--- config.mk ---
export PLATFORM = sky130hd
export DESIGN_NAME = addressable_led_pulse_encoder_top
export DESIGN_NICKNAME = d
export VERILOG_FILES = /design/src/ledenc_pkg.sv /design/src/addressable_led_pulse_encoder_top.sv
export SDC_FILE = /design/constraint.sdc
export NUM_CORES = 1
export LEC_CHECK = 0
export BUFFER_PORTS_ARGS = -buffer_cell sky130_fd_sc_hd__buf_2
export CORE_UTILIZATION = 60
export DETAILED_ROUTE_END_ITERATION = 7
export GPL_TIMING_DRIVEN = 1
export HOLD_SLACK_MARGIN = 0.08
export PLACE_DENSITY = 0.85
export SYNTH_ARGS = -nofsm -noshare
export SYNTH_HDL_FRONTEND = slang
export SYNTH_SLANG_ARGS = --single-unit
--- constraint.sdc ---
create_clock -name aclk -period 4.1 [get_ports aclk]
set_clock_uncertainty 0.2 [all_clocks]
set_input_delay 0.82 -clock aclk [delete_from_list [all_inputs] [get_ports aclk]]
set_output_delay 0.82 -clock aclk [all_outputs]
set_load 0.005 [all_outputs]
--- src/ledenc_pkg.sv ---
// Package for the addressable LED pulse encoder: widths, register indexes,
// phase codes, opcodes and register reset values. No dependencies.
`default_nettype none

package ledenc_pkg;

    localparam int CFG_IDX_W  = 2;
    localparam int CFG_DATA_W = 20;
    localparam int CNT_W      = 10;
    localparam int LATCH_W    = 20;
    localparam int BYTE_W     = 8;
    localparam int BITIDX_W   = 4;
    localparam int OUT_W      = 8;

    localparam logic [CFG_IDX_W-1:0] REG_ZERO_HIGH  = 2'd0;
    localparam logic [CFG_IDX_W-1:0] REG_ONE_HIGH   = 2'd1;
    localparam logic [CFG_IDX_W-1:0] REG_BIT_PERIOD = 2'd2;
    localparam logic [CFG_IDX_W-1:0] REG_LATCH_LOW  = 2'd3;

    localparam logic [1:0] PH_IDLE  = 2'd0;
    localparam logic [1:0] PH_SEND  = 2'd1;
    localparam logic [1:0] PH_LATCH = 2'd2;

    localparam logic OP_TICK  = 1'b0;
    localparam logic OP_OFFER = 1'b1;

    localparam logic [CNT_W-1:0]   RST_ZERO_HIGH  = 10'd35;
    localparam logic [CNT_W-1:0]   RST_ONE_HIGH   = 10'd90;
    localparam logic [CNT_W-1:0]   RST_BIT_PERIOD = 10'd125;
    localparam logic [LATCH_W-1:0] RST_LATCH_LOW  = 20'd30000;

endpackage

`default_nettype wire

--- src/addressable_led_pulse_encoder_top.sv ---
// Addressable LED pulse encoder, top level; single module.
// Depends on ledenc_pkg.
// Each taken input word yields one result word in the output register.
// Throughput: one word per cycle; s_tready is high whenever the output register
// is empty or being taken. Reset (aresetn low, synchronous) returns timing
// registers to their defaults, the line state to idle and empties the output.
`default_nettype none

module addressable_led_pulse_encoder_top (
    input  wire                                    aclk,
    input  wire                                    aresetn,
    input  wire                                    s_tvalid,
    output logic                                   s_tready,
    input  wire  [ledenc_pkg::BYTE_W-1:0]          s_tdata,   // [7:0] data_byte
    input  wire                                    s_tuser,   // [0] opcode
    input  wire                                    s_tlast,   // last_byte
    output logic                                   m_tvalid,
    input  wire                                    m_tready,
    // [0] line_level, [1] byte_taken, [2] buffer_free, [3] busy_res,
    // [4] underrun, [5] frame_done, [7:6] zero
    output logic [ledenc_pkg::OUT_W-1:0]           m_tdata,
    input  wire                                    cfg_valid,
    output logic                                   cfg_ready,
    input  wire  [ledenc_pkg::CFG_IDX_W-1:0]       cfg_index,
    input  wire  [ledenc_pkg::CFG_DATA_W-1:0]      cfg_data
);
    import ledenc_pkg::*;

    logic [CNT_W-1:0]    zero_high_reg, one_high_reg, bit_period_reg;
    logic [LATCH_W-1:0]  latch_low_reg;

    logic [BYTE_W-1:0]   shift_byte_reg, shift_byte_next;
    logic                shift_last_reg, shift_last_next;
    logic [BITIDX_W-1:0] bit_index_reg, bit_index_next;
    logic [CNT_W-1:0]    cycle_count_reg, cycle_count_next;
    logic [BYTE_W-1:0]   held_byte_reg, held_byte_next;
    logic                held_last_reg, held_last_next;
    logic                held_valid_reg, held_valid_next;
    logic [LATCH_W-1:0]  latch_count_reg, latch_count_next;
    logic [1:0]          phase_reg, phase_next;

    logic                m_tvalid_reg, m_tvalid_next;
    logic [OUT_W-1:0]    m_tdata_reg, m_tdata_next;

    logic                accept;
    logic                line, taken, busy, under, done;
    logic                cur_bit;
    logic [CNT_W-1:0]    high_cnt;
    logic [CNT_W-1:0]    cyc_inc;
    logic [BITIDX_W-1:0] idx_inc;
    logic [LATCH_W:0]    latch_inc;

    assign s_tready  = !m_tvalid_reg || m_tready;
    assign accept    = s_tvalid && s_tready;
    assign cfg_ready = 1'b1;
    assign m_tvalid  = m_tvalid_reg;
    assign m_tdata   = m_tdata_reg;

    always_ff @(posedge aclk) begin
        if (!aresetn) begin
            zero_high_reg  <= RST_ZERO_HIGH;
            one_high_reg   <= RST_ONE_HIGH;
            bit_period_reg <= RST_BIT_PERIOD;
            latch_low_reg  <= RST_LATCH_LOW;
        end else if (cfg_valid && cfg_ready) begin
            case (cfg_index)
                REG_ZERO_HIGH:  zero_high_reg  <= cfg_data[CNT_W-1:0];
                REG_ONE_HIGH:   one_high_reg   <= cfg_data[CNT_W-1:0];
                REG_BIT_PERIOD: bit_period_reg <= cfg_data[CNT_W-1:0];
                REG_LATCH_LOW:  latch_low_reg  <= cfg_data[LATCH_W-1:0];
                default: ;
            endcase
        end
    end

    always_comb begin
        shift_byte_next  = shift_byte_reg;
        shift_last_next  = shift_last_reg;
        bit_index_next   = bit_index_reg;
        cycle_count_next = cycle_count_reg;
        held_byte_next   = held_byte_reg;
        held_last_next   = held_last_reg;
        held_valid_next  = held_valid_reg;
        latch_count_next = latch_count_reg;
        phase_next       = phase_reg;
        line  = 1'b0;
        taken = 1'b0;
        busy  = 1'b0;
        under = 1'b0;
        done  = 1'b0;
        cur_bit   = 1'b0;
        high_cnt  = '0;
        cyc_inc   = '0;
        idx_inc   = '0;
        latch_inc = '0;

        if (s_tuser == OP_OFFER) begin
            if (!held_valid_reg) begin
                held_byte_next  = s_tdata;
                held_last_next  = s_tlast;
                held_valid_next = 1'b1;
                taken           = 1'b1;
            end
            busy = (phase_reg == PH_SEND) || (phase_reg == PH_LATCH);
        end else begin
            if (phase_reg == PH_SEND) begin
                cur_bit  = shift_byte_reg[3'd7 - bit_index_reg[2:0]];
                high_cnt = cur_bit ? one_high_reg : zero_high_reg;
                busy     = 1'b1;
                line     = cycle_count_reg < high_cnt;
                cyc_inc  = cycle_count_reg + 1'b1;
                cycle_count_next = cyc_inc;
                if (cyc_inc >= bit_period_reg) begin
                    cycle_count_next = '0;
                    idx_inc          = bit_index_reg + 1'b1;
                    bit_index_next   = idx_inc;
                    if (idx_inc >= BITIDX_W'(BYTE_W)) begin
                        bit_index_next = '0;
                        if (shift_last_reg) begin
                            phase_next       = PH_LATCH;
                            latch_count_next = '0;
                        end else if (held_valid_reg) begin
                            shift_byte_next = held_byte_reg;
                            shift_last_next = held_last_reg;
                            held_valid_next = 1'b0;
                            phase_next      = PH_SEND;
                        end else begin
                            under      = 1'b1;
                            phase_next = PH_IDLE;
                        end
                    end
                end
            end else if (phase_reg == PH_LATCH) begin
                busy      = 1'b1;
                latch_inc = {1'b0, latch_count_reg} + 1'b1;
                if (latch_inc >= {1'b0, latch_low_reg}) begin
                    latch_count_next = '0;
                    done             = 1'b1;
                    phase_next       = PH_IDLE;
                end else begin
                    latch_count_next = latch_inc[LATCH_W-1:0];
                end
            end else begin
                phase_next = PH_IDLE;
                if (held_valid_reg) begin
                    // load and drive the first tick of bit 7 at once
                    shift_byte_next = held_byte_reg;
                    shift_last_next = held_last_reg;
                    held_valid_next = 1'b0;
                    bit_index_next  = '0;
                    phase_next      = PH_SEND;
                    cur_bit         = held_byte_reg[BYTE_W-1];
                    high_cnt        = cur_bit ? one_high_reg : zero_high_reg;
                    busy            = 1'b1;
                    line            = high_cnt != '0;
                    cycle_count_next = CNT_W'(1);
                    if (CNT_W'(1) >= bit_period_reg) begin
                        cycle_count_next = '0;
                        bit_index_next   = BITIDX_W'(1);
                    end
                end
            end
        end

        m_tdata_next = {2'b00, done, under, busy, !held_valid_next, taken, line};
        if (accept) begin
            m_tvalid_next = 1'b1;
        end else if (m_tready) begin
            m_tvalid_next = 1'b0;
        end else begin
            m_tvalid_next = m_tvalid_reg;
        end
    end

    always_ff @(posedge aclk) begin
        if (!aresetn) begin
            shift_byte_reg  <= '0;
            shift_last_reg  <= 1'b0;
            bit_index_reg   <= '0;
            cycle_count_reg <= '0;
            held_byte_reg   <= '0;
            held_last_reg   <= 1'b0;
            held_valid_reg  <= 1'b0;
            latch_count_reg <= '0;
            phase_reg       <= PH_IDLE;
            m_tvalid_reg    <= 1'b0;
        end else begin
            m_tvalid_reg <= m_tvalid_next;
            if (accept) begin
                shift_byte_reg  <= shift_byte_next;
                shift_last_reg  <= shift_last_next;
                bit_index_reg   <= bit_index_next;
                cycle_count_reg <= cycle_count_next;
                held_byte_reg   <= held_byte_next;
                held_last_reg   <= held_last_next;
                held_valid_reg  <= held_valid_next;
                latch_count_reg <= latch_count_next;
                phase_reg       <= phase_next;
            end
        end
    end

    always_ff @(posedge aclk) begin
        if (accept) begin
            m_tdata_reg <= m_tdata_next;
        end
    end

endmodule

`default_nettype wire
== Yosys cells after proc, flatten, opt, wreduce, memory -nomap -nowiden ==
Index checks and enable logic that the tools add are counted.

* Register bits: 112
* Bits of input ports: 37
* Word-level logic and storage cells: 127

* Equal/unequal tests: 11
* Muxes and demuxes: 58
* Add/sub/neg operators: 4
* Reduce and logical (&&, ||, !) cells: 23
* $lt $le $gt $ge: 6
* Bitwise operators: 6

{| class="wikitable"
|+ Operator list
! operator !! count
|-
| $mux W20 || 6
|-
| $mux W10 || 6
|-
| $mux W8 || 6
|-
| $mux W1 || 28
|-
| $add A20 B1 Y21 const B || 1
|-
| $ge A21 B20 Y1 || 1
|-
| $mux W4 || 5
|-
| $reduce_and A6 Y1 || 3
|-
| $mux W2 || 6
|-
| $add A10 B1 Y10 const B || 1
|-
| $ge A1 B10 Y1 const A || 1
|-
| $ge A10 B10 Y1 || 1
|-
| $lt A10 B10 Y1 || 1
|-
| $reduce_and A5 Y1 || 2
|-
| $reduce_bool A10 Y1 || 1
|-
| $reduce_and A2 Y1 || 4
|-
| $eq A2 B2 Y1 const B || 3
|-
| $ne A2 B2 Y1 const B || 3
|-
| $not A1 Y1 || 6
|-
| $reduce_bool A2 Y1 || 3
|-
| $reduce_or A5 Y1 || 1
|-
| $add A4 B1 Y4 const B || 1
|-
| $eq A2 B1 Y1 const B || 2
|-
| $ge A4 B4 Y1 const B || 1
|-
| 12 further kinds || 15
|}

== Depth between registers and ports, before layout ==
Gate-level depths: netlist (run 1).

* Depth in word-level cells: 7
* Mapped depth: 15

== Worst setup path before layout (run 1) ==
Ideal clock, no wire load.

* Kind: reg2reg
* Start: register latch_count_reg[0]
* End: register latch_count_reg[11]
* Path buffers: 0
* Clock period less this slack: 3.462 ns
* Data arrival time: 3.201 ns
* Stages on the path, launching flop included: 13
* Library setup time: 0.062 ns
* Slack: 0.638 ns
* Cell sequence: dfxtp_1 -> ha_1 -> nand3_1 -> nor2_1 -> and3_1 -> xor2_1 -> ha_1 -> a211oi_2 -> nor2_1 -> o41a_1 -> or3_4 -> or3_1 -> nand3_1

* Cells in the longest elaborated chain, start to end: 5

{| class="wikitable"
|+ RTL lines
! element !! line !! RTL
|-
| from (decl) || addressable_led_pulse_encoder_top.sv:39 || <nowiki>logic [LATCH_W-1:0] latch_count_reg, latch_count_next;</nowiki>
|-
| from (signal assigned) || addressable_led_pulse_encoder_top.sv:197 || <nowiki>latch_count_reg <= latch_count_next;</nowiki>
|-
| $add A20 B1 Y21 (*) || addressable_led_pulse_encoder_top.sv:135 || <nowiki>latch_inc = {1'b0, latch_count_reg} + 1'b1;</nowiki>
|-
| $ge A21 B20 Y1 || addressable_led_pulse_encoder_top.sv:136 || <nowiki>if (latch_inc >= {1'b0, latch_low_reg}) begin</nowiki>
|-
| $mux W20 (*) || addressable_led_pulse_encoder_top.sv:136 ||
|-
| $mux W20 (*) || addressable_led_pulse_encoder_top.sv:133 || <nowiki>end else if (phase_reg == PH_LATCH) begin</nowiki>
|-
| $mux W20 (*) || addressable_led_pulse_encoder_top.sv:106 || <nowiki>if (phase_reg == PH_SEND) begin</nowiki>
|}

Mark *: on every way between the ends. The rest lies on a longest branch, timed or not. The select of a mux whose other input is x is not followed.
A chain may end at the register's enable or synchronous reset.

== Final worst setup path (run 1) ==
* Start: register latch_count_reg[0]
* End: register latch_count_reg[12]

Same word-level chain as after synthesis.

==> results of run 1 <==
## power groups by stage
stage	clock network (mW)	logic [mW]	registers, mW
finish	0.678	0.160	1.15
global placement	0	0.150	1.17
global route	0.733	0.180	1.15
CTS	0.692	0.159	1.15
detailed placement	0	0.158	1.17
floorplan	0	0.105	1.17
## placed cells by master (no fill, tap or decap), types with 8 or more instances in the layout
cell | Yosys | layout
nand2_1 | 120 | 120
dfxtp_1 | 106 | 106
a21oi_1 | 62 | 62
nor2_1 | 51 | 51
ha_1 | 44 | 44
buf_2 | 2 | 44
inv_1 | 39 | 38
mux2i_1 | 29 | 29
nand3_1 | 28 | 28
o21ai_0 | 21 | 21
nor3_1 | 19 | 18
o211ai_1 | 14 | 14
xor2_1 | 13 | 13
nand4_1 | 13 | 13
xnor2_1 | 11 | 11
and3_1 | 10 | 10
a22o_1 | 9 | 9
clkbuf_8 | 0 | 9
buf_4 | 4 | 9
nand3b_1 | 8 | 8
## kinds of logic (layout without fill, tap and decap cells)
group / after synthesis / count (layout)
other cells: 2 / 3
mux: 31 / 31
flops: 112 / 112
xor+xnor: 24 / 24
buf+inv: 73 / 108
simple gates: 293 / 293
compound gates: 134 / 134
fa+ha+maj: 44 / 44
## worst max-delay path: cells and delay by family, from the launching register on
family	cells	cell delay (ns)
flip-flops	1	0.42
AND/OR/NAND/NOR	5	1.31
XOR/XNOR	1	0.21
adder cells (fa/ha/maj)	2	0.55
AO/OA/AOI/OAI	4	1.07
## metal layers
layer / vias to the layer above / GRT usage, % / routed length, um
li1: 2545 / - / -
met5: - / 0 / 0
met2: 173 / 50.8 / 6680
met3: 34 / 5.18 / 771
met1: 2483 / 36.4 / 6070
met4: 0 / 10.8 / 335
## metrics by stage
stage / TNS [ns] / total power, mW
5_1_grt: -0.0416 / 2.06
2_1_floorplan: 0 / 1.27
3_5_place_dp: 0 / 1.33
3_3_place_gp: 0 / 1.32
6_report: 0 / 1.99
4_1_cts: 0 / 2.00
## layout make-up
type                    count  area (um^2)
flip-flops and latches    112         2300
inverters                  39          146
clock buffers               9          124
multi-input cells         529         3360
repair buffers             53          288
fillers                   737         2960
clock inverters             7         75.1
well taps                 129          161
## worst min path at each step
| stage | from | endpoint | slack (ns) | cells past startpoint |
|---|---|---|---|---|
| 2_1_floorplan | latch_low_reg[11] | latch_low_reg[11] | 0.24 | 2 |
| 4_1_cts | latch_low_reg[11] | latch_low_reg[11] | 0.26 | 2 |
| 5_1_grt | latch_low_reg[11] | latch_low_reg[11] | 0.28 | 2 |
| 3_5_place_dp | latch_low_reg[11] | latch_low_reg[11] | 0.25 | 2 |
| 6_report | latch_low_reg[11] | latch_low_reg[11] | 0.26 | 2 |
| 3_3_place_gp | latch_low_reg[11] | latch_low_reg[11] | 0.24 | 2 |
==> flow_summary.yaml, run 1 <==
worst_setup_path:
  r2r_slack_ns: 0.28
  max_stage_delay_ns: 0.54
  reg2reg_from: "latch_count_reg[0]"
  crit_path_end: "latch_count_reg[12]"
  arrival_ns: 3.93
  cp-start-kind: "flop"
  path_cells: "ha_1 -> nand3_1 -> nor2_1 -> and3_1 -> xor2_1 -> ha_1 -> a211oi_2 -> nor2_1 -> o41a_1 -> nor3_1 -> a21oi_1 -> o21ai_0"
  critical_path_peak_fanout: 6
  end_kind: "flop"
  r2r_end: "latch_count_reg[12]"
  slowest_stage: "nor3_1"
  rr_worst_depth: 12
  crit_start: "latch_count_reg[0]"
  crit_required_ns: 4.22
  criticalPathCategory: "reg -> reg"
finish:
  drive_above_1_share_pct: 11.7
  nets: 825
  syn_to_final_growth_pct: 8.79
  fin_area_um2: 6450
  diodes: 0
  finalNonFillerCells: 878
  post-route-util_pct: 68.6
sta:
  hold_violations: 0
  setup_ws_ns: 0.285
  fmax_ghz: 0.262
  relSlewSlack_pct: 26.4
  min_period_ns: 3.82
  rsz0062_at_grt: "true"
  timing.final.crit_share_pct: 93.1
  whs_ns: 0.258
  maxSlewViolCount: 0
  worst_pin_slew_ns: 1.10
  setup_violations: 0
synth:
  yosys.area.top_type: "dfxtp_1"
  synth_ff_type: "dfxtp_1"
  netlist.area_leader.share_pct: 35.8
  synth_top_family_by_area: "simple AND/OR/NAND/NOR gates"
  synth_adder_area_share_pct: 9.28
  yosys_warnings: 0
  synth-compound-area-share_pct: 13.9
  ys_top_cells_by_count: "120 x nand2_1, 106 x dfxtp_1, 62 x a21oi_1, 51 x nor2_1, 44 x ha_1"
  yosysMostFrequentCell: "nand2_1"
  synthSimpleGateAreaFrac_pct: 23.6
  synth-edff-count: 6
  syn_inst: 713
  netlist_area_um2: 5930
  synth.avg_cell_area_um2: 8.32
  yosysUniqueCellTypes: 57
  yosys-top-cells-area: "dfxtp_1 36%, ha_1 9.3%, nand2_1 7.6%"
  ys_seq_area_share_pct: 38.8
  synth_async_sr_flop_share_pct: 0
  synth_xor_area_share_pct: 3.54
  synth-seq-cells: 112
  synthMuxAreaShare_pct: 5.65
drt:
  drc: 0
  ant_nets: 0
  wirelength_um: 13900
  wl_per_cell_um: 15.8
  first_pass_iters: 5
  route.vias.total: 5235
  drtIter0Drc: 255
  viasPerCell: 5.96
clock_network:
  clk_path_buf_depth: 2
  cts_setup_buffers: 0
  clock-sinks: 112
  numCtsBuffers: 9
  htreeDepth: 3
  path_clk_slew_ns: 0.10
  cts_tree: "built"
  ctsHoldBuffers: 0
  cts_resized: 0
  clk_latency_ns: 0.39
  cts_root_buffer: "clkbuf_8"
placement:
  placed_cell_area_um2: 6230
  pre_cts_ws_ns: 0.228
  dp.cells: 862
  numPortBuffers: 44
  gp_congestion: 0.871
  dp_hpwl_um: 10300
grt:
  grt_pass1_vias: 5234
  grt_pass1_wl_um: 23600
  antenna_found_initial: 0
  grt_use_total_pct: 29.3
  grt_overflow: 0
  grt_max_degree: 66
run_status:
  status: "finished clean"
power:
  switching_power_mw: 0.510
  seq_power_share_pct: 57.8
  pwr-share-comb_pct: 8.1
  leakage_nw: 2.90
  p_int_mw: 1.48
  power.share.clock_pct: 34.1
  power_density_nw_per_um2: 308
  peakVddDrop_v: 0.000245
  swShare_pct: 25.7
floorplanning:
  design.die.area_um2: 10300
  start_util_pct: 63.0
  rows: 35
  dieWidth_um: 101
  ios: 48
  die-height_um: 101
  core_area_um2: 9420
min_path:
  hold_path_class: "reg -> reg"
run:
  maxCapViolCount: 0
(Power assumes the default switching activity.)
==> inputs of run 2 (changes only) <==
--- a/config.mk
+++ b/config.mk
@@ -6,11 +6,11 @@
 export NUM_CORES = 1
 export LEC_CHECK = 0
 export BUFFER_PORTS_ARGS = -buffer_cell sky130_fd_sc_hd__buf_2
-export CORE_UTILIZATION = 60
+export CORE_UTILIZATION = 30
 export DETAILED_ROUTE_END_ITERATION = 7
 export GPL_TIMING_DRIVEN = 1
 export HOLD_SLACK_MARGIN = 0.08
-export PLACE_DENSITY = 0.85
+export PLACE_DENSITY = 0.51
 export SYNTH_ARGS = -nofsm -noshare
 export SYNTH_HDL_FRONTEND = slang
 export SYNTH_SLANG_ARGS = --single-unit
==> flow_summary.yaml, run 2 (synthesis gave the netlist of run 1 again) <==
clock_network:
  path_clk_slew_ns: 0.08
  clk_latency_ns: 0.36
  clock-sinks: 112
  ctsHoldBuffers: 0
  cts_root_buffer: "clkbuf_16"
  htreeDepth: 3
  clk_path_buf_depth: 2
  cts_setup_buffers: 0
  cts_tree: "built"
  numCtsBuffers: 9
sta:
  timing.final.crit_share_pct: 94.7
  rsz0062_at_grt: "false"
  fin_setup_tns_ns: 0
  relSlewSlack_pct: 40.7
  hold_violations: 0
  setup_violations: 0
  min_period_ns: 3.88
  maxSlewViolCount: 0
  fmax_ghz: 0.258
  setup_ws_ns: 0.218
  worst_pin_slew_ns: 0.887
drt:
  ant_nets: 0
  first_pass_iters: 4
  viasPerCell: 4.87
  maxUsedRoutingLayer: "met4"
  wl_met1_um: 7730
  route.met3.wl_um: 688
  wirelength_um: 15000
  drtIter0Drc: 227
  route.vias.total: 4966
  wl_per_cell_um: 14.7
  drc: 0
  wl_met2_um: 6420
worst_setup_path:
  rr_worst_depth: 12
  crit_family: "simple AND/OR/NAND/NOR gates"
  criticalPathCategory: "reg -> reg"
  end_kind: "flop"
  arrival_ns: 3.98
  path_cells: "ha_1 -> nand3_1 -> nor2_1 -> and3_1 -> xor2_1 -> ha_1 -> a211oi_2 -> nor2_1 -> o41a_1 -> or3_4 -> or3_1 -> o21ai_1"
  crit_required_ns: 4.19
  critical_path_peak_fanout: 8
  critPathBufInv: 0
  slowest_stage: "o41a_1"
  max_stage_delay_ns: 0.52
  cp.depth: 12
  cp-start-kind: "flop"
finish:
  diodes: 0
  multi_input_area_um2: 3360
  final_common_cell: "nand2_1"
  syn_to_final_growth_pct: 14.0
  regArea_um2: 2300
  n_fill_cell: 2082
  nets: 831
  fin_area_um2: 6770
  drive_above_1_share_pct: 12.5
  finalNonFillerCells: 1020
  mostFrequentLayoutCells: "120 x nand2_1, 106 x dfxtp_1, 62 x a21oi_1, 51 x nor2_1"
floorplanning:
  start_util_pct: 30.6
  rows: 51
  design.die.area_um2: 20300
  core_area_um2: 19400
  ios: 48
  die-height_um: 143
  dieWidth_um: 143
power:
  power.share.clock_pct: 39.9
  swShare_pct: 26.0
  power_density_nw_per_um2: 322
  p_int_mw: 1.61
  switching_power_mw: 0.567
  seq_power_share_pct: 52.7
  peakVddDrop_v: 0.000188
  leakage_nw: 2.98
  pwr-share-comb_pct: 7.4
grt:
  antenna_found_initial: 0
  grt_use_total_pct: 15.5
  grt_pass1_vias: 4555
  grt_max_degree: 36
  grt_pass1_wl_um: 24200
  grt_overflow: 0
run_status:
  status: "finished clean"
placement:
  gp_congestion: 0.811
  placed_cell_area_um2: 6470
  numPortBuffers: 44
  dp_hpwl_um: 11200
  dp.cells: 1004
  pre_cts_ws_ns: 0.128
run:
  maxCapViolCount: 0
min_path:
  whs_path_depth: 2
  hold_path_class: "reg -> reg"
==> run 2: cell types whose count changed in the layout (fill, tap and decap cells not counted), moves of 2 or more <==
cell,delta
clkinv_2,-2
clkinv_4,+2
buf_4,+5
clkbuf_16,+9
nor3_2,+2
clkbuf_8,-9
==> run 2: worst paths after layout <==
| kind | slack (ns) | endpoint | startpoint |
|---|---|---|---|
| setup / recovery | 0.22 | latch_count_reg[13] | latch_count_reg[0] |
| hold / removal | 0.26 | latch_low_reg[16] | latch_low_reg[16] |
| setup reg to reg | 0.22 | latch_count_reg[13] | latch_count_reg[0] |
| hold reg to reg | 0.26 | latch_low_reg[16] | latch_low_reg[16] |
==> run 2: tightest hold or removal path, stage by stage (launching register included) <==
cell     delay, ns
dfxtp_1       0.31
nand2_1       0.05
a21oi_1       0.05
==> run 2: through the flow <==
step / power (mW) / hold slack (ns) / util (%)
2_1_floorplan: 1.27 / 0.236 / -
3_3_place_gp: 1.34 / 0.246 / 33.3
3_5_place_dp: 1.34 / 0.251 / 33.3
4_1_cts: 2.22 / 0.261 / 34.8
5_1_grt: 2.27 / 0.276 / 34.9
6_report: 2.18 / 0.256 / 34.9
==> run 2: area by class of cell <==
class / instances / area share, %
Clock inverter: 7 / 0.869
Inverter: 39 / 2.16
Tap cell: 265 / 4.90
Multi-Input combinational cell: 529 / 49.6
Timing Repair Buffer: 59 / 5.10
Sequential cell: 112 / 34.0
Clock buffer: 9 / 3.33
==> run 2: power by group through the flow <==
stage,clock [mW],sequential [mW],combinational [mW]
floorplan,0,1.17,0.105
detailed placement,0,1.17,0.163
global placement,0,1.17,0.163
finish,0.869,1.15,0.161
CTS,0.906,1.15,0.163
global route,0.935,1.15,0.184
==> run 2: layer usage <==
metal  global-route usage [%]  up-vias
li1                         -     2562
met1                     22.3     2306
met2                     23.4       84
met3                     2.75       14
met4                     4.30        0
met5                        0        -
==> run 2: what timing repair did <==
action,CTS,global route
endpoints found under the setup margin,0,22
endpoints found under the hold margin,0,0
resized for setup,0,3
